==> src/hdl/text_tokenizer_macros.svh <==
// Assertion macros shared by the text tokenizer modules.
// Included by the files that carry assertions; no other dependencies.
`ifndef TEXT_TOKENIZER_MACROS_SVH
`define TEXT_TOKENIZER_MACROS_SVH
`ifndef SYNTH
`define TTOK_ASSERT_IMP(label, clk, rst, ante, cons) \
  label: assert property (@(posedge clk) disable iff (rst) (ante) |-> (cons)) \
    else $error("text_tokenizer: same-cycle check failed");
`define TTOK_ASSERT_NEXT(label, clk, rst, ante, cons) \
  label: assert property (@(posedge clk) disable iff (rst) (ante) |=> (cons)) \
    else $error("text_tokenizer: next-cycle check failed");
`else
`define TTOK_ASSERT_IMP(label, clk, rst, ante, cons)
`define TTOK_ASSERT_NEXT(label, clk, rst, ante, cons)
`endif
`endif

==> src/hdl/ttok_pkg.sv <==
// Shared types and constants of the text tokenizer.
// No dependencies; imported by every module of the block.
package ttok_pkg;

  localparam int CFG_IDX_W  = 2;
  localparam int CFG_DATA_W = 32;
  localparam int LEN_W      = 10;
  localparam int RES_MAX    = 3;
  localparam int RES_CNT_W  = 2;
  localparam int QUEUE_DEPTH = 4;
  localparam int QPTR_W     = $clog2(QUEUE_DEPTH);

  // Configuration register indexes.
  localparam logic [CFG_IDX_W-1:0] REG_BREAK_CHARS    = 2'd0;
  localparam logic [CFG_IDX_W-1:0] REG_BREAK_COUNT    = 2'd1;
  localparam logic [CFG_IDX_W-1:0] REG_IGNORE_COMMA   = 2'd2;
  localparam logic [CFG_IDX_W-1:0] REG_BRACKET_QUOTES = 2'd3;

  // Result kinds.
  localparam logic [1:0] KIND_CHAR     = 2'd0;
  localparam logic [1:0] KIND_END      = 2'd1;
  localparam logic [1:0] KIND_OVERFLOW = 2'd2;

  localparam logic [7:0] CH_SLASH   = 8'h2F;
  localparam logic [7:0] CH_STAR    = 8'h2A;
  localparam logic [7:0] CH_COMMA   = 8'h2C;
  localparam logic [7:0] CH_LPAREN  = 8'h28;
  localparam logic [7:0] CH_RPAREN  = 8'h29;
  localparam logic [7:0] CH_NEWLINE = 8'h0A;
  localparam logic [7:0] CH_QUOTE   = 8'h22;
  localparam logic [7:0] CH_SPACE   = 8'h20;
  localparam logic [7:0] CH_TAB     = 8'h09;
  localparam logic [7:0] CH_CR      = 8'h0D;

  typedef struct packed {
    logic [7:0] char_code;
    logic       end_of_text;
  } ttok_in_t;

  typedef struct packed {
    logic [1:0]       kind;
    logic [7:0]       char_value;
    logic [LEN_W-1:0] token_length;
    logic             stream_done;
    logic             last_of_run;
  } ttok_out_t;

  typedef struct packed {
    logic [31:0] break_chars;
    logic [2:0]  break_count;
    logic        ignore_comma;
    logic        bracket_quotes;
  } ttok_cfg_t;

  typedef struct packed {
    logic [1:0]       kind;
    logic [7:0]       char_value;
    logic [LEN_W-1:0] token_length;
  } ttok_res_t;

  // All results caused by one input word.
  typedef struct packed {
    ttok_res_t [RES_MAX-1:0] slots;
    logic [RES_CNT_W-1:0]    count;
    logic                    done;
  } ttok_bundle_t;

endpackage

==> src/hdl/ttok_back.sv <==
// Tokenizer back end: unpacks each result bundle onto the output channel.
// Depends on ttok_pkg and text_tokenizer_macros.svh.
`include "text_tokenizer_macros.svh"
module ttok_back (
  input  logic                   clk,
  input  logic                   rst,
  input  logic                   pop_valid,
  output logic                   pop_ready,
  input  ttok_pkg::ttok_bundle_t pop_data,
  output logic                   out_valid,
  input  logic                   out_ready,
  output ttok_pkg::ttok_out_t    out_data
);
  import ttok_pkg::*;

  ttok_bundle_t         cur;
  logic                 cur_valid;
  logic [RES_CNT_W-1:0] idx;
  logic                 last;
  logic                 fire;
  logic                 finish;
  logic                 load;

  assign last      = idx == (cur.count - 1'b1);
  assign out_valid = cur_valid;
  assign fire      = out_valid && out_ready;
  assign finish    = fire && last;
  // A new bundle loads in the cycle the last word of the current one leaves.
  assign pop_ready = !cur_valid || finish;
  assign load      = pop_ready && pop_valid;

  assign out_data = '{kind:         cur.slots[idx].kind,
                      char_value:   cur.slots[idx].char_value,
                      token_length: cur.slots[idx].token_length,
                      stream_done:  cur.done,
                      last_of_run:  last};

  always_ff @(posedge clk) begin
    if (load) begin
      cur <= pop_data;
    end
  end

  always_ff @(posedge clk) begin
    if (rst) begin
      cur_valid <= 1'b0;
      idx       <= '0;
    end else if (load) begin
      cur_valid <= 1'b1;
      idx       <= '0;
    end else if (finish) begin
      cur_valid <= 1'b0;
    end else if (fire) begin
      idx <= idx + 1'b1;
    end
  end

  `TTOK_ASSERT_IMP(a_bundle_nonempty, clk, rst, cur_valid, cur.count != '0)
  `TTOK_ASSERT_IMP(a_idx_in_range, clk, rst, cur_valid, idx < cur.count)

endmodule

==> config.mk <==
export PLATFORM = sky130hd
export DESIGN_NAME = ttok_back
export DESIGN_NICKNAME = d
export VERILOG_FILES = /design/src/hdl/ttok_pkg.sv /design/src/hdl/ttok_back.sv
export VERILOG_INCLUDE_DIRS = /design/src /design/src/hdl
export SDC_FILE = /design/constraint.sdc
export NUM_CORES = 1
export LEC_CHECK = 0
export ABC_AREA = 1
export BUFFER_PORTS_ARGS = -buffer_cell sky130_fd_sc_hd__buf_2
export CORE_MARGIN = 2
export CORE_UTILIZATION = 49
export CTS_CLUSTER_SIZE = 14
export DETAILED_ROUTE_END_ITERATION = 8
export PLACE_DENSITY = 0.89
export SYNTH_ARGS = -nofsm -noshare
export SYNTH_HDL_FRONTEND = slang
export SYNTH_SLANG_ARGS = --single-unit
==> constraint.sdc <==
create_clock -name clk -period 3.5 [get_ports clk]
set_input_delay 0 -clock clk [delete_from_list [all_inputs] [get_ports clk]]
set_output_delay 0 -clock clk [all_outputs]
set_load 0.03 [all_outputs]
# --- Yosys cells after proc, flatten, opt, wreduce, memory -nomap -nowiden ---
# Index checks and enable logic that the tools add are counted.
word_totals:
  regBits: 66
  wordCells: 30
  out_inout_bits: 24
  in_bits: 67
classes:
  reduce_logical: 8
  n_eq_ne: 1
  mux: 4
  n_addsub: 2
  n_bitwise: 1
  n_lt_le_gt_ge: 1
ops:
  columns: ["operator", "n"]
  rows:
  - ["$bmux 20 s2", 1]
  - ["$mux 20", 1]
  - ["$logic_and 1x1->1", 3]
  - ["$lt 2x3->1 const B", 1]
  - ["$add 2x1->2 const B", 1]
  - ["$eq 2x2->1", 1]
  - ["$mux 1", 2]
  - ["$reduce_and 2->1", 1]
  - ["$reduce_bool 2->1", 1]
  - ["$reduce_or 2->1", 1]
  - ["$sub 2x1->2 const B", 1]
  - ["$logic_not 1->1", 1]
  - ["$logic_or 1x1->1", 1]
  - ["$not 1->1", 1]

# --- Logic depth before layout (Yosys ltp) ---
# Gate-level depths: netlist (run 1).
depth:
  ltp_word: 6
  depth_mapped: 11
  ltp_nobuf: 10

# --- Worst setup path before layout (run 1) ---
# No wires, ideal clock.
synth_path:
  path_type: "reg-to-reg"
  startpoint: "reg cur[2] (netlist name)"
  endpoint: "reg cur[10] (netlist name), enable pin"
  path_buffers: 0
  slack_ns: 0.904
  t_required_ns: 3.083
  stages_incl_launch_ff: 8
  period_less_slack_ns: 2.596
  t_arrival_ns: 2.178
  setup_time_ns: 0.417
  cell_sequence: "edfxtp_1 inv_1 nand2_4 nand3_2 nand3_2 nand2_2 nand2_1 inv_1"
synth_via:
  elab_chain_cells: 5
synth_rtl:
  columns: ["element", "line_no", "rtl"]
  rows:
  - ["from (decl)", "ttok_back.sv:16", "ttok_bundle_t cur;"]
  - ["from (signal assigned)", "ttok_back.sv:40", "cur <= pop_data;"]
  - ["$sub 2x1->2", "ttok_back.sv:24", "assign last = idx == (cur.count - 1'b1);"]
  - ["$eq 2x2->1", "ttok_back.sv:24", null]
  - ["$logic_and 1x1->1", "ttok_back.sv:27", "assign finish = fire && last;"]
  - ["$logic_or 1x1->1", "ttok_back.sv:29", "assign pop_ready = !cur_valid || finish;"]
  - ["named net pop_ready", "ttok_back.sv:8", "output logic pop_ready,"]
  - ["$logic_and 1x1->1", "ttok_back.sv:30", "assign load = pop_ready && pop_valid;"]
  - ["named net load", "ttok_back.sv:22", "logic load;"]
# The timed path passes the listed nets, and every way through them passes these cells.
# A chain may end at the register's enable or synchronous reset.

# --- Worst setup path in the final report (run 1) ---
layout_path:
  startpoint: "reg idx[1]"
  endpoint: "reg cur[8] (netlist name), enable pin"
layout_via:
  elab_chain_cells: 4
layout_rtl:
  columns: ["element", "line_no", "rtl"]
  rows:
  - ["from (decl)", "ttok_back.sv:18", "logic [RES_CNT_W-1:0] idx;"]
  - ["from (signal assigned)", "ttok_back.sv:54", "idx <= idx + 1'b1;"]
  - ["$eq 2x2->1", "ttok_back.sv:24", null]
  - ["$logic_and 1x1->1", "ttok_back.sv:27", null]
  - ["$logic_or 1x1->1", "ttok_back.sv:29", null]
  - ["$logic_and 1x1->1", "ttok_back.sv:30", null]
  - ["named net load", "ttok_back.sv:22", null]
# The timed path passes the listed nets, and every way through them passes these cells.

==> results of run 1 <==
per-stage QoR:
step                util [%]  power (mW)  hold slack (ns)  instances
floorplan                  -        1.05           0.0691        193
global placement        60.4        1.12            0.173        344
detailed placement      60.4        1.12            0.178        344
CTS                     76.9        1.76            0.100        425
global route            76.9        1.83            0.172        425
finish                  76.9        1.78            0.107        425
metal layers:
metal | wire length (um) | up-vias
met1 | 2760 | 1035
li1 | - | 1005
met5 | 0 | -
met2 | 3840 | 130
met4 | 203 | 0
met3 | 451 | 21
final cells by class:
class	instances	share of cell area [%]
clock buffers	11	3.37
clock inverters	4	1.12
inverters	10	1.03
multi-input cells	104	13.0
flip-flops and latches	66	50.0
well taps	70	2.24
repair buffers	160	29.2
state kept, by name (all words and copies together) (netlist names):
signal	flops
cur	62
idx	2
out_data	1
out_valid	1
how the worst max path moves through the flow:
stage | endpoint | from
finish | cur[8] | idx[1]
global route | cur[7] | idx[1]
CTS | cur[3] | idx[1]
detailed placement | cur[39] | idx[1]
global placement | cur[8] | idx[1]
floorplan | cur[10] | cur[2]
timing repair:
item	4_1_cts	5_1_grt
endpoints found under the setup margin	0	0
hold endpoints to repair	66	0
hold buffers	66	0
cells by family after synthesis:
family	Yosys count	share of synthesized area, %
flops	66	76.2
simple gates	62	11.4
xor+xnor	1	0.342
buf+inv	23	4.05
compound gates	41	8.01
critical path: cells and delay by family (launching register included):
kind                   cells  cell delay (ns)
buffers and inverters      3             0.91
flip-flops                 1             0.72
AND/OR/NAND/NOR            5             0.44
power groups by stage:
stage	Clock (mW)	Sequential, mW	Combinational [mW]
finish	0.604	0.940	0.233
global placement	0	0.952	0.166
CTS	0.595	0.938	0.226
floorplan	0	0.952	0.0958
global route	0.642	0.943	0.249
detailed placement	0	0.955	0.168
cell usage in the layout, fill, tap and decap left out, drive strengths merged, types with 3 or more instances in the layout:
master and count:
clkbuf 11, inv 10, nor2 22, nand2 16, o21ai 40, edfxtp 63
dlygate4sd3 66, clkinv 3, buf 94, dfxtp 3, nand3 24
==> reports/metrics.cfg, run 1 <==
[global_routing]
grt_use_met2_pct = 44.8
grt_pass1_wl_mm = 11.3
grt_pass1_vias = 2311
use_met3_pct = 8.53
grtUsageTotal_pct = 26.1
grt_start_max_net_pins = 42
met1_usage_pct = 29.4
grt_overflow = 0
antenna_found_initial = 0
grt.busiest_layer = met2

[clock_tree]
clk_latency_ns = 0.34
cts_buffers = 9
clock_sinks = 66
htreeDepth = 3
cts_root_buf = clkbuf_8
cts_tree = yes
post_cts_buffers = 0
clk_pin_slew_worst_paths_ns = 0.07
cts.path.max_buffers = 2
cts_resized = 0

[power]
p_leak_nw = 1.59
powerDensity_mw_per_mm2 = 455
seqPwrFrac_pct = 52.9
combPwrFrac_pct = 13.1
swShare_pct = 24.1
p_int_mw = 1.35
clkPwrFrac_pct = 34.0
ir_drop_mv = 0.335
p_sw_mw = 0.428

[job]
drv_cap = 0

[critical_path]
r2r-end = cur[8]
crit_type = flop to flop
startpoint_type = flop
r2r_start = idx[1]
arrival_ns = 2.42
worstRegToRegCells = 8
critPathSlowestCell = dfxtp_1
crit_path_max_fanout = 26
crit_chain = buf_4 -> nand2_2 -> nand3_2 -> nand3_2 -> nand2_2 -> nand2_1 -> inv_2 -> buf_4
worst_ep_required_time_ns = 3.52
slowest_delay_ns = 0.72
crit_path_end_kind = flop
r2r_setup_slack_ns = 1.09

[sta]
hold_viol = 0
min_period_ns = 2.41
rsz0062_at_grt = no
relSlewSlack_pct = 45.7
fmax_mhz = 416
tns_ns = 0
skew_ns = 0.00294
drv_slew = 0
setup_viol = 0
setup_ws_ns = 1.09
timing.final.crit_share_pct = 68.7
tightest_slew_ns = 0.813

[synthesis]
syn_inst = 193
synth.most_common_cell = edfxtp_1
ys_ff_latch = 66
postSynth.asyncResetShare_pct = 0
synth_common_cells = edfxtp_1, o21ai_0, nand3_1, nor2_1, nand2_1
synth_edf_count = 63
ys_top_cells_by_area = edfxtp_1, o21ai_0, nand3_1
yosysSeqAreaShare_pct = 76.2
yosysUniqueCellTypes = 19
ys.warnings.count = 0
synth_top_flop_cell = edfxtp_1
syn_avg_cell_area_um2 = 13.3
synth_nets = 260
synth_top_area_cell = edfxtp_1
syn_area_mm2 = 0.00256
netlist.area_leader.share_pct = 73.8

[run_status]
status = finished clean

[drt]
drt_iter0_markers = 228
drc = 0
ant_nets = 0
dr.pass1.iters = 7
route.vias.total = 2191
wire_per_inst_um = 17.1
vias_per_cell = 5.16
routed_wl_mm = 7.25

[floorplanning]
row_count = 26
dieArea_mm2 = 0.00582
io_pins = 91
fp.dieH_um = 76.3
dieWidth_um = 76.3
start_util_pct = 50.5
core_area_mm2 = 0.00507

[placement]
dp_hpwl_mm = 3.75
dpl_cell_area_mm2 = 0.00307
post-place-ws_ns = 1.16
globalplace.congestion = 0.779
io_buffers = 90

[finish]
ff_latch_area_mm2 = 0.00195
multiInputGateArea_um2 = 507
antennaDiodeCount = 0
drive_above_1_share_pct = 33.0
final_nets = 418
syn_to_final_growth_pct = 52.3
fillCellCount = 305
fin_area_mm2 = 0.00390

[hold_path]
holdPathEnd = idx[0]
hp-start = out_ready
whs_path_depth = 6
worstHoldPathType = input port to flop

Note: power is estimated with default switching activity, not from simulation.
==> run 2, diff against run 1 <==
- CORE_UTILIZATION: 49 -> 44
- PLACE_DENSITY: 0.89 -> 0.85
- clock period: 3.5 -> 2.1 ns (I/O delays scaled with it)
==> run 2 against run 1 <==
  * Cell area is 0.99% higher
  * Via count is 4.5% lower
  * Largest power group unchanged
  * Worst hold slack better by 0.015 ns
  * Wire length is 8.8% lower
  * Critical path depth is 3 lower
  * Sequential share of layout area is 0.49 points lower
  * Worst setup slack worse by 0.76 ns
  * Highest routed layer unchanged
  * Clock skew is 0.0054 ns higher
  * Register-to-register slack worse by 0.75 ns
==> reports/metrics.cfg, run 2 (synthesized netlist as in run 1, its figures left out) <==
[run_status]
status = finished clean

[sta]
relSlewSlack_pct = 73.0
hold_viol = 0
timing.final.crit_share_pct = 84.3
setup_viol = 0
skew_ns = 0.00835
drv_slew = 0
rsz0062_at_grt = no
tightest_slew_ns = 0.406
fmax_mhz = 565
min_period_ns = 1.77
whs_ns = 0.122

[global_routing]
grt_pass1_wl_mm = 10.0
grt_overflow = 0
grtUsageTotal_pct = 21.7
grt_start_max_net_pins = 42
grt_pass1_vias = 2175
antenna_found_initial = 0

[clock_tree]
clock_sinks = 66
clk_latency_ns = 0.34
cts_buffers = 9
htreeDepth = 3
cts_root_buf = clkbuf_8
clk_pin_slew_worst_paths_ns = 0.07
cts.path.max_buffers = 2
cts_tree = yes

[floorplanning]
io_pins = 91
dieArea_mm2 = 0.00645
start_util_pct = 46.0
dieWidth_um = 80.3
fp.dieH_um = 80.3
row_count = 27
core_area_mm2 = 0.00557

[critical_path]
crit_type = flop to output pin
slowest_delay_ns = 0.39
crit_path_end_kind = output pin
worstRegToRegCells = 9
crit_path_max_fanout = 41
worst_ep_required_time_ns = 2.10
crit_path_end = out_data[5]
r2r_setup_slack_ns = 0.34
cp-startpoint = idx[0]
r2r-end = cur[16]
arrival_ns = 1.77
r2r_start = idx[1]
crit_chain = inv_2 -> buf_4 -> nor2_1 -> o21ai_0 -> buf_2
critPathSlowestCell = dfxtp_1
startpoint_type = flop

[power]
powerDensity_mw_per_mm2 = 746
p_total_mw = 2.94
ir_drop_mv = 0.666
p_leak_nw = 1.60

[drt]
wire_per_inst_um = 15.5
vias_per_cell = 4.89
route.vias.total = 2093
routed_wl_mm = 6.62
drc = 0
dr.pass1.iters = 4
drt_iter0_markers = 103
ant_nets = 0

[finish]
largest_reg_flops = 62
reg_top3 = cur: 62 flops, idx: 2 flops
layout_commonest_cell = buf_2
syn_to_final_growth_pct = 53.8
largest-register = cur
drive_above_1_share_pct = 33.7
fillCellCount = 377
final_cell_mix = buf_2, dlygate4sd3_1, edfxtp_1, o21ai_0
antennaDiodeCount = 0
final_nets = 419

[placement]
dp_hpwl_mm = 3.64
io_buffers = 90
globalplace.congestion = 0.761

[job]
drv_cap = 0

[hold_path]
whs_path_depth = 6
worstHoldPathType = input port to flop

[run 2: area by class of cell]
type	count	area (um^2)	area share, %
Clock buffer	11	131	3.33
Multi-Input combinational cell	104	519	13.2
Timing Repair Buffer	161	1160	29.5
Sequential cell	66	1950	49.5
Clock inverter	4	43.8	1.11
Tap cell	72	90.1	2.29
Inverter	10	43.8	1.11
[run 2: worst max-delay path: cells and delay by family (launching register included)]
kind            cells  cell delay (ns)
compound gates      1             0.25
buf+inv             3             0.69
flops               1             0.39
simple gates        1             0.07
[run 2: power by group]
part	total [mW]	switching, mW	leakage, nW	internal (mW)
registers	1.56	0.0240	0.628	1.54
clock network	0.982	0.448	0.0906	0.534
logic	0.396	0.215	0.883	0.181
total	2.94	0.687	1.60	2.25
[run 2: worst min-delay path by stage]
stage                 start           to  slack, ns
2_1_floorplan           rst    out_valid       0.07
3_3_place_gp    pop_data[0]  out_data[1]       0.18
3_5_place_dp   pop_data[26]      cur[26]       0.18
4_1_cts           out_ready       idx[0]       0.13
5_1_grt           out_ready       idx[0]       0.16
6_report          out_ready       idx[0]       0.12
[run 2: metal layers]
metal  wire length [um]  part of all wire [%]  up-vias  track usage [%]
li1                   -                     -     1007                -
met1               2590                    39      981             23.5
met2               3440                    52       84             37.2
met3                348                   5.3       21             6.29
met4                233                   3.5        0             13.7
met5                  0                     0        -                0
[run 2: timing repair]
action | in CTS | in global routing
buffers inserted | 0 | 0
resized for setup | 0 | 0
endpoints found under the hold margin | 66 | 0
hold buffers | 66 | 0
[run 2: metrics by stage]
step	setup TNS, ns	util, %	setup WS (ns)	instances	instance area (um^2)
after floorplan	-5.25	-	-0.0833	193	2580
after global placement	0	55.7	0.425	347	3110
after detailed placement	0	55.7	0.367	347	3110
after CTS	0	70.7	0.355	428	3940
after global routing	0	70.7	0.209	428	3940
final	0	70.7	0.330	428	3940
