## src/hdl/text_tokenizer_macros.svh

```systemverilog
// Assertion macros shared by the text tokenizer modules.
// Included by the files that carry assertions; no other dependencies.
`ifndef TEXT_TOKENIZER_MACROS_SVH
`define TEXT_TOKENIZER_MACROS_SVH
`ifndef SYNTH
`define TTOK_ASSERT_IMP(label, clk, rst, ante, cons) \
  label: assert property (@(posedge clk) disable iff (rst) (ante) |-> (cons)) \
    else $error("text_tokenizer: same-cycle check failed");
`define TTOK_ASSERT_NEXT(label, clk, rst, ante, cons) \
  label: assert property (@(posedge clk) disable iff (rst) (ante) |=> (cons)) \
    else $error("text_tokenizer: next-cycle check failed");
`else
`define TTOK_ASSERT_IMP(label, clk, rst, ante, cons)
`define TTOK_ASSERT_NEXT(label, clk, rst, ante, cons)
`endif
`endif

```

## src/hdl/ttok_pkg.sv

```systemverilog
// Shared types and constants of the text tokenizer.
// No dependencies; imported by every module of the block.
package ttok_pkg;

  localparam int CFG_IDX_W  = 2;
  localparam int CFG_DATA_W = 32;
  localparam int LEN_W      = 10;
  localparam int RES_MAX    = 3;
  localparam int RES_CNT_W  = 2;
  localparam int QUEUE_DEPTH = 4;
  localparam int QPTR_W     = $clog2(QUEUE_DEPTH);

  // Configuration register indexes.
  localparam logic [CFG_IDX_W-1:0] REG_BREAK_CHARS    = 2'd0;
  localparam logic [CFG_IDX_W-1:0] REG_BREAK_COUNT    = 2'd1;
  localparam logic [CFG_IDX_W-1:0] REG_IGNORE_COMMA   = 2'd2;
  localparam logic [CFG_IDX_W-1:0] REG_BRACKET_QUOTES = 2'd3;

  // Result kinds.
  localparam logic [1:0] KIND_CHAR     = 2'd0;
  localparam logic [1:0] KIND_END      = 2'd1;
  localparam logic [1:0] KIND_OVERFLOW = 2'd2;

  localparam logic [7:0] CH_SLASH   = 8'h2F;
  localparam logic [7:0] CH_STAR    = 8'h2A;
  localparam logic [7:0] CH_COMMA   = 8'h2C;
  localparam logic [7:0] CH_LPAREN  = 8'h28;
  localparam logic [7:0] CH_RPAREN  = 8'h29;
  localparam logic [7:0] CH_NEWLINE = 8'h0A;
  localparam logic [7:0] CH_QUOTE   = 8'h22;
  localparam logic [7:0] CH_SPACE   = 8'h20;
  localparam logic [7:0] CH_TAB     = 8'h09;
  localparam logic [7:0] CH_CR      = 8'h0D;

  typedef struct packed {
    logic [7:0] char_code;
    logic       end_of_text;
  } ttok_in_t;

  typedef struct packed {
    logic [1:0]       kind;
    logic [7:0]       char_value;
    logic [LEN_W-1:0] token_length;
    logic             stream_done;
    logic             last_of_run;
  } ttok_out_t;

  typedef struct packed {
    logic [31:0] break_chars;
    logic [2:0]  break_count;
    logic        ignore_comma;
    logic        bracket_quotes;
  } ttok_cfg_t;

  typedef struct packed {
    logic [1:0]       kind;
    logic [7:0]       char_value;
    logic [LEN_W-1:0] token_length;
  } ttok_res_t;

  // All results caused by one input word.
  typedef struct packed {
    ttok_res_t [RES_MAX-1:0] slots;
    logic [RES_CNT_W-1:0]    count;
    logic                    done;
  } ttok_bundle_t;

endpackage

```

## src/hdl/ttok_queue.sv

```systemverilog
// Short bundle queue between the tokenizer front and back ends.
// Depends on ttok_pkg.
module ttok_queue (
  input  logic                  clk,
  input  logic                  rst,
  input  logic                  push_valid,
  output logic                  push_ready,
  input  ttok_pkg::ttok_bundle_t push_data,
  output logic                  pop_valid,
  input  logic                  pop_ready,
  output ttok_pkg::ttok_bundle_t pop_data
);
  import ttok_pkg::*;

  ttok_bundle_t      mem [QUEUE_DEPTH];
  logic [QPTR_W-1:0] wr_ptr;
  logic [QPTR_W-1:0] rd_ptr;
  logic [QPTR_W:0]   fill;
  logic              do_push;
  logic              do_pop;

  assign push_ready = fill != (QPTR_W+1)'(QUEUE_DEPTH);
  assign pop_valid  = fill != '0;
  assign pop_data   = mem[rd_ptr];
  assign do_push    = push_valid && push_ready;
  assign do_pop     = pop_valid && pop_ready;

  always_ff @(posedge clk) begin
    if (do_push) begin
      mem[wr_ptr] <= push_data;
    end
  end

  always_ff @(posedge clk) begin
    if (rst) begin
      wr_ptr <= '0;
      rd_ptr <= '0;
      fill   <= '0;
    end else begin
      if (do_push) begin
        wr_ptr <= wr_ptr + 1'b1;
      end
      if (do_pop) begin
        rd_ptr <= rd_ptr + 1'b1;
      end
      if (do_push && !do_pop) begin
        fill <= fill + 1'b1;
      end else if (do_pop && !do_push) begin
        fill <= fill - 1'b1;
      end
    end
  end

endmodule

```

## config.mk

```make
export PLATFORM = sky130hd
export DESIGN_NAME = ttok_queue
export DESIGN_NICKNAME = d
export VERILOG_FILES = /design/src/hdl/text_tokenizer_macros.svh /design/src/hdl/ttok_pkg.sv /design/src/hdl/ttok_queue.sv
export SDC_FILE = /design/constraint.sdc
export NUM_CORES = 1
export LEC_CHECK = 0
export BUFFER_PORTS_ARGS = -buffer_cell sky130_fd_sc_hd__buf_2
export CORE_MARGIN = 1
export CORE_UTILIZATION = 57
export CTS_CLUSTER_DIAMETER = 200
export DETAILED_ROUTE_END_ITERATION = 8
export GPL_TIMING_DRIVEN = 1
export HOLD_SLACK_MARGIN = 0.02
export PLACE_DENSITY = 0.89
export SLEW_MARGIN = 20
export SYNTH_ARGS = -nofsm -noshare
export SYNTH_HDL_FRONTEND = slang
export SYNTH_SLANG_ARGS = --single-unit
```

## constraint.sdc

```tcl
create_clock -name clk -period 3.1 [get_ports clk]
set_input_delay 0.62 -clock clk [delete_from_list [all_inputs] [get_ports clk]]
set_output_delay 0.62 -clock clk [all_outputs]
set_load 0.02 [all_outputs]
```

# ---- After elaboration in Yosys (flattened, before gate mapping)
# Memory sizes are Yosys's and may differ from the RTL's. A register that Yosys moved wholly into a read port is not among the register bits.
# Index checks and enable logic that the tools add are counted.
# W data, S select, Z words.
dict set report classes {
  n_addsub 4
  n_mul 0
  div_mod_pow 0
  n_lt_le_gt_ge 0
  n_eq_ne 1
  n_shift 0
  n_mux 6
  bitwise_logic 0
  reduce_logical 8
}
# cell n
set op_table {}
lappend op_table {{$mux W3} 2}
lappend op_table {{$add A2 B1 Y2 const B} 2}
lappend op_table {{$logic_and A1 B1 Y1} 4}
lappend op_table {{$mux W2} 2}
lappend op_table {{$add A3 B1 Y3 const B} 1}
lappend op_table {{$ne A3 B3 Y1 const B} 1}
lappend op_table {{$reduce_bool A3 Y1} 1}
lappend op_table {{$sub A3 B1 Y3 const B} 1}
lappend op_table {{$logic_not A1 Y1} 2}
lappend op_table {{$mux W1} 2}
lappend op_table {{$reduce_bool A2 Y1} 1}
dict set report word_totals {
  register_bits 7
  latch_bits 0
  ramBits 252
  mem_bits_ro 0
  out_inout_bits 65
  word_cells 23
  n_memories 1
}
# name depth width rd rd_ports_with_merged_regs write_ports line
set memory_table {}
lappend memory_table {mem 4 63 1 1 1 ttok_queue.sv:15} ;# ttok_bundle_t mem [QUEUE_DEPTH];

# ---- Depth between registers and ports, before layout
# Gate-level depths: netlist of run 1.
dict set report logic_depth {
  word_depth 6
  ltp_mapped 8
}

# ---- Worst setup path after synthesis of run 1
# Ideal clock, no wire load.
dict set report synth_timing {
  path_type {input to register}
  from {input port push_valid}
  to {memory mem[2][0] (netlist name), enable pin}
  t_arrival_ns 2.410
  t_required_ns 2.672
  setup_slack_ns 0.262
  cell_stages 2
  path_cell_list {a21boi_2 > and2_1}
}
dict set report synth_between {
  elab_chain_cells 3
}
# item line
set synth_rtl {}
lappend synth_rtl {{start, declared} ttok_queue.sv:6} ;# input logic push_valid,
lappend synth_rtl {{$logic_and A1 B1 Y1} ttok_queue.sv:25} ;# assign do_push = push_valid && push_ready;
lappend synth_rtl {{$mux W1} ttok_queue.sv:29} ;# if (do_push) begin
lappend synth_rtl {{$mux W1 (not written as such)} ttok_queue.sv:30} ;# mem[wr_ptr] <= push_data;
lappend synth_rtl {{end, declared} ttok_queue.sv:15}
# No other way between the ends.

==> results of run 1 <==
-- routing by layer --
metal / part of all wire [%] / up-vias / routed length [µm] / GRT usage [%]
met4: 2.0 / 0 / 326 / 5.68
met1: 41 / 2279 / 6760 / 25.7
met2: 51 / 137 / 8550 / 33.5
met3: 6.3 / 35 / 1050 / 4.61
li1: - / 1916 / - / -
met5: 0 / - / 0 / 0
-- state kept, by name (all words and copies together), names as in the netlist, named ones only --
signal,cells
wr_ptr,2
rd_ptr,2
mem,252
fill,3
-- Yosys cell counts --
cell type and count:
sky130_fd_sc_hd__edfxtp_1 252, sky130_fd_sc_hd__buf_12 6, sky130_fd_sc_hd__o21ai_0 1, sky130_fd_sc_hd__and2_1 4, sky130_fd_sc_hd__or3_1 2, sky130_fd_sc_hd__mux4_2 60, sky130_fd_sc_hd__mux4_1 3, sky130_fd_sc_hd__xor2_1 4
sky130_fd_sc_hd__a21boi_2 1, sky130_fd_sc_hd__a21oi_1 1, sky130_fd_sc_hd__nand2b_1 2, sky130_fd_sc_hd__inv_1 3, sky130_fd_sc_hd__clkbuf_1 2, sky130_fd_sc_hd__buf_6 1, sky130_fd_sc_hd__dfxtp_1 9, sky130_fd_sc_hd__nor2_1 8
sky130_fd_sc_hd__o31ai_1 1, sky130_fd_sc_hd__mux2i_1 2, sky130_fd_sc_hd__nand2_1 1, sky130_fd_sc_hd__mux2_2 1, sky130_fd_sc_hd__o311ai_0 1, sky130_fd_sc_hd__ha_1 5, sky130_fd_sc_hd__buf_2 6, sky130_fd_sc_hd__fa_1 1
-- logic make-up (layout without fill, tap and decap cells) --
kind of cell | after synthesis | after routing
mux | 66 | 66
xor+xnor | 4 | 4
buf+inv | 18 | 189
fa+ha+maj | 6 | 6
compound gates | 5 | 5
simple gates | 17 | 17
other cells | 0 | 2
flops | 261 | 261
-- placed cells by master (no fill, tap or decap), drive strengths merged, types with 2 or more instances in the layout --
| cell type | n |
|---|---|
| buf | 139 |
| dfxtp | 9 |
| and2 | 4 |
| nand2b | 2 |
| ha | 5 |
| inv | 3 |
| nor2 | 8 |
| diode | 2 |
| or3 | 2 |
| clkbuf | 33 |
| mux2i | 2 |
| edfxtp | 252 |
| clkinv | 11 |
| xor2 | 4 |
| mux4 | 63 |
| bufinv | 2 |
-- worst max-delay path by stage --
| stage | endpoint | slack (ns) | from | depth (start not counted) |
|---|---|---|---|---|
| after detailed placement | fill[2] | 0.66 | push_valid | 8 |
| after CTS | pop_data[58] | 0.25 | flip-flop | 3 |
| after floorplan | mem[2][0] | 0.26 | push_valid | 2 |
| final | pop_data[58] | 0.31 | flip-flop | 3 |
| after global placement | fill[2] | 0.75 | push_valid | 8 |
| after global routing | pop_data[58] | 0.18 | flip-flop | 3 |
-- power by group --
part	internal [mW]	switching, mW	total [mW]	leakage [nW]
clock	1.79	1.20	2.99	0.414
sequential	4.29	0.193	4.48	2.38
combinational	1.05	1.34	2.39	1.06
-- through the flow --
| step | utilization [%] | cell area, µm² | setup slack [ns] | power (mW) | hold WS (ns) |
|---|---|---|---|---|---|
| after floorplan | - | 9630 | 0.262 | 6.32 | 0.482 |
| after global placement | 63.8 | 10500 | 0.753 | 6.89 | 0.493 |
| after detailed placement | 63.8 | 10500 | 0.663 | 6.97 | 0.525 |
| after CTS | 68.9 | 11400 | 0.251 | 9.96 | 0.301 |
| after global routing | 68.9 | 11400 | 0.184 | 10.2 | 0.311 |
| final | 68.9 | 11400 | 0.312 | 9.87 | 0.320 |
-- worst max-delay path: stages, from the launching register on --
cell and delay (ns):
sky130_fd_sc_hd__dfxtp_4 0.55, sky130_fd_sc_hd__buf_12 0.31, sky130_fd_sc_hd__mux4_1 0.60, sky130_fd_sc_hd__buf_2 0.18
-- cell type report --
| cell class | count | area [µm²] |
|---|---|---|
| Timing Repair Buffer | 139 | 791 |
| Clock buffer | 33 | 718 |
| Fill cell | 1000 | 5140 |
| Clock inverter | 14 | 118 |
| Multi-Input combinational cell | 98 | 1710 |
| Tap cell | 220 | 275 |
| Antenna cell | 2 | 5.00 |
| Inverter | 3 | 11.3 |
| Sequential cell | 261 | 7750 |
==> impl_metrics.yaml, run 1 <==
setup_path:
  r2r_setup_slack_ns: 0.77
  worst_ep_arrival_time_ns: 2.17
  r2r-end: "fill[2]"
  criticalPathCategory: "reg -> out"
  start_kind: "flip-flop"
  worst-endpoint-required_ns: 2.48
  worst_reg_to_reg_cells: 8
  worst-path-max-fanout: 32
  worstReg2RegStart: "fill[0]"
  worst_setup_path_end_kind: "output pin"
min_path:
  min-delay-start: "push_data[14]"
  path_category_of_the_worst_min_delay_check: "in -> reg"
  whs_path_depth: 1
  worst_hold_path.endpoint: "mem[2][14]"
sta:
  final_hold_viol_count: 0
  slew_at_the_pin_with_the_worst_max_slew_slack_ns: 0.528
  max_freq_mhz: 359
  period_share_pct: 89.9
  fin_setup_tns_ns: 0
  min_period_ns: 2.79
  timing.final.setup_violations: 0
  grt_setup_unrepaired: "no"
  fin_worst_skew_ns: 0.0188
  final_max_tran_viols: 0
  slew-limit-headroom_pct: 64.8
clocking:
  cts_resized: 0
  clock_tree.htree_level_count: 1
  insertion_delay_ns: 0.52
  holdBufCountCts: 0
  clk_pin_slew_worst_paths_ns: 0.06
  clock_tree.root_cell: "sky130_fd_sc_hd__clkbuf_16"
  tritoncts.num_buffers: 26
  tritoncts_clock_tree: "built"
  cts_post_setup_buffers_inserted: 0
  clockBufferDepth: 3
  sink_count_of_the_clock_tree: 261
pwr:
  power.static_leakage_nw: 3.86
  power_per_cell_area_nw_per_um2: 867
  max-vdd-ir-drop_uv: 556
layout:
  final-instance-count-excl-fill: 770
  final_nets: 602
  layout_cells_sized_above_1_pct: 44.9
  synth_to_final_area_change_pct: 18.2
synth:
  synth_simple_gate_area_share_pct: 0.871
  synth-warning-count: 0
  post_synth_inst_count: 377
  post_synth_xor_area_fraction_pct: 0.364
  synth_top_cell_area_share_pct: 78.6
  ys_types: 24
  synth_area_in_compound_gates_pct: 0.390
  ys_ff_latch: 261
  dominant_combinational_cell_family_by_area_after_synthesis: "multiplexers"
  synth_area_leaders: "sky130_fd_sc_hd__edfxtp_1, sky130_fd_sc_hd__mux4_2, sky130_fd_sc_hd__dfxtp_1"
  seq_area_frac_synth_pct: 80.5
  synth-adder-area-share_pct: 0.858
  avg_inst_size_synth_um2: 25.5
  synthMuxAreaShare_pct: 15.2
  synth.largest_area_cell: "sky130_fd_sc_hd__edfxtp_1"
  synth_nets: 450
  synth.cell_area_um2: 9630
routing:
  route.detailed.wl_per_inst_um: 21.7
  drt_via_density: 5.67
  drt_drc_violations_left: 0
  vias: 4367
  detailedRoute.firstPassIterationCount: 4
  detail-route-antenna-nets: 0
  drt-total-wl_um: 16700
  detailed_route_iter0_violations: 227
placement:
  dp_cells: 721
  numPortBuffers: 131
  gpl.final_weighted_congestion: 0.713
  dp_hpwl_um: 10000
grt:
  pin_count_of_the_biggest_net_entering_global_routing: 34
  grt_antenna_before_repair: 2
  grt_first_pass_wirelength_um: 25900
  track_usage_pct: 19.7
  grt_overflow: 0
  number_of_global_route_vias_before_repair: 4702
die:
  height_of_the_die_um: 132
  initial_core_util_pct: 58.3
  placementRows: 47
  die_footprint_um2: 17400
  ios: 132
  coreArea_um2: 16500
  die-width_um: 132
job:
  timing.max_cap.violations: 0
status:
  status: "finished clean"
Power figures use the tool's default switching activity.
==> inputs of run 2 (changes only) <==
--- a/config.mk
+++ b/config.mk
@@ -5,6 +5,7 @@
 export SDC_FILE = /design/constraint.sdc
 export NUM_CORES = 1
 export LEC_CHECK = 0
+export ABC_AREA = 1
 export BUFFER_PORTS_ARGS = -buffer_cell sky130_fd_sc_hd__buf_2
 export CORE_MARGIN = 1
 export CORE_UTILIZATION = 57
==> impl_metrics.yaml, run 2 <==
status:
  status: "finished clean"
pwr:
  fin_total_pwr_mw: 9.79
  power.static_leakage_nw: 4.07
  power_frac_clock_pct: 27.8
  share_seq_of_total_power_pct: 45.2
  max-vdd-ir-drop_uv: 690
  power.share.combinational_pct: 27.0
  total_switching_power_mw: 3.15
  switching_share_pct: 32.2
  internal_power_component_mw: 6.63
  power_per_cell_area_nw_per_um2: 840
routing:
  route.detailed.wl_per_inst_um: 18.5
  drt-total-wl_um: 19300
  drt_drc_violations_left: 0
  detailedRoute.firstPassIterationCount: 5
  drt_via_density: 5.70
  detail-route-antenna-nets: 0
  vias: 5970
  detailed_route_iter0_violations: 476
die:
  placementRows: 48
  height_of_the_die_um: 135
  die-width_um: 135
  initial_core_util_pct: 58.2
  ios: 132
  coreArea_um2: 17300
  die_footprint_um2: 18200
setup_path:
  timing.critical_path.to: "pop_data[6]"
  r2r-end: "fill[2]"
  criticalPathCategory: "reg -> out"
  worst-endpoint-required_ns: 2.48
  start_kind: "flip-flop"
  worst_ep_arrival_time_ns: 2.29
  worst_reg_to_reg_cells: 13
  worstReg2RegStart: "fill[0]"
  r2r_setup_slack_ns: 0.96
  worst_setup_path_end_kind: "output pin"
  worst-path-max-fanout: 60
sta:
  final_hold_viol_count: 0
  period_share_pct: 93.8
  max_freq_mhz: 344
  slew-limit-headroom_pct: 45.3
  grt_setup_unrepaired: "no"
  final_max_tran_viols: 0
  setup_ws_post_layout_ns: 0.191
  fin_setup_tns_ns: 0
  min_period_ns: 2.91
  slew_at_the_pin_with_the_worst_max_slew_slack_ns: 0.820
  timing.final.setup_violations: 0
  fin_worst_skew_ns: 0.0143
clocking:
  sink_count_of_the_clock_tree: 261
  tritoncts.num_buffers: 25
  clockBufferDepth: 3
  clock_tree.htree_level_count: 1
  tritoncts_clock_tree: "built"
  clock_tree.root_cell: "sky130_fd_sc_hd__clkbuf_16"
  clk_pin_slew_worst_paths_ns: 0.06
  holdBufCountCts: 0
  insertion_delay_ns: 0.51
  cts_post_setup_buffers_inserted: 0
  cts_resized: 0
synth:
  post_synth_inst_count: 677
  synth-warning-count: 0
  synth_top_cell_area_share_pct: 75.2
  synth_nets: 750
  synth-edff-count: 252
  yosys.cell_count.top_type: "sky130_fd_sc_hd__edfxtp_1"
  ys_types: 24
  synth.largest_area_cell: "sky130_fd_sc_hd__edfxtp_1"
  avg_inst_size_synth_um2: 14.9
  synth.cells.most_frequent: "sky130_fd_sc_hd__edfxtp_1, sky130_fd_sc_hd__o21ai_0, sky130_fd_sc_hd__nor2_1"
  ys_ff_latch: 261
  synth_area_leaders: "sky130_fd_sc_hd__edfxtp_1, sky130_fd_sc_hd__o21ai_0, sky130_fd_sc_hd__nor2_1"
  synth_top_flop_cell: "sky130_fd_sc_hd__edfxtp_1"
  postSynth.asyncResetShare_pct: 0
  seq_area_frac_synth_pct: 77.0
  synth.cell_area_um2: 10100
layout:
  finish.instance_area_um2: 11700
  final_nets: 878
  layout_cells_sized_above_1_pct: 29.1
  layout_common_cells: "sky130_fd_sc_hd__edfxtp_1, sky130_fd_sc_hd__buf_2, sky130_fd_sc_hd__o21ai_0"
  synth_to_final_area_change_pct: 15.8
  most_common_cell_after_layout_fill_and_taps_aside: "sky130_fd_sc_hd__edfxtp_1"
  biggestRegsByFlops: "mem: 252 flops, fill: 3 flops"
  final-instance-count-excl-fill: 1048
  regMostFlops: "mem"
  largest_register_ff_count: 252
grt:
  grt_overflow: 0
  grt_antenna_before_repair: 2
  grt_first_pass_wirelength_um: 29300
  track_usage_pct: 21.2
  pin_count_of_the_biggest_net_entering_global_routing: 127
  number_of_global_route_vias_before_repair: 5780
placement:
  dp_cells: 1003
  post-place-ws_ns: 0.752
  gpl.final_weighted_congestion: 0.805
  dp_hpwl_um: 10800
  dpl-instance-area_um2: 10900
  numPortBuffers: 131
job:
  timing.max_cap.violations: 0
min_path:
  path_category_of_the_worst_min_delay_check: "in -> reg"
run 2: cells by family (layout without fill, tap and decap cells):
family | Yosys count | count (layout) | share of synthesized area, %
xor gates and xnor gates | 1 | 1 | 0.0870
other | 0 | 3 | 0
AOI/OAI and AO/OA | 193 | 193 | 12.2
buffers and inverters | 56 | 199 | 3.08
adders and majority gates | 6 | 6 | 0.820
and+or+nand+nor | 160 | 160 | 6.80
DFF | 261 | 261 | 77.0
run 2: cell type report:
class                   count  area (µm²)
flip-flops and latches    261        7750
repair buffers            141         781
fillers                  1188        5640
inverters                  16        72.6
diodes                      3        7.51
multi-input cells         360        2040
clock buffers              29         641
well taps                 225         282
clock inverters            13        80.1
run 2: worst min-delay path by stage:
stage                        startpoint    endpoint  slack (ns)  cells after the start
final                     push_data[14]  mem[2][14]        0.32                      1
after detailed placement      rd_ptr[1]   flip-flop        0.49                      2
after floorplan               rd_ptr[1]   flip-flop        0.46                      2
after CTS                 push_data[14]  mem[3][14]        0.31                      1
after global routing      push_data[45]  mem[1][45]        0.31                      1
after global placement        rd_ptr[0]   rd_ptr[0]        0.49                      2
run 2: worst max-delay path, cell delays in order (launching register included):
cell                      delay [ns]
sky130_fd_sc_hd__dfxtp_4        0.53
sky130_fd_sc_hd__buf_4          0.54
sky130_fd_sc_hd__o21ai_0        0.20
sky130_fd_sc_hd__o22ai_1        0.25
sky130_fd_sc_hd__buf_2          0.21
run 2: metal layers:
layer	vias to the layer above	GRT usage, %	share of wire (%)
li1	2784	-	-
met1	2927	26.1	40
met2	223	37.0	50
met3	36	5.03	8.1
met4	0	7.05	2.3
met5	-	0	0
run 2: per-stage QoR:
stage,util (%),hold slack (ns)
CTS,67.3,0.305
detailed placement,63.2,0.492
floorplan,-,0.459
global route,67.3,0.311
finish,67.4,0.320
global placement,63.2,0.485
run 2: power groups by stage:
| stage | registers, mW | logic (mW) | clock network (mW) |
|---|---|---|---|
| 2_1_floorplan | 4.46 | 1.89 | 0 |
| 3_3_place_gp | 4.48 | 2.59 | 0 |
| 3_5_place_dp | 4.50 | 2.64 | 0 |
| 4_1_cts | 4.43 | 2.66 | 2.76 |
| 5_1_grt | 4.46 | 2.87 | 2.88 |
| 6_report | 4.43 | 2.64 | 2.72 |
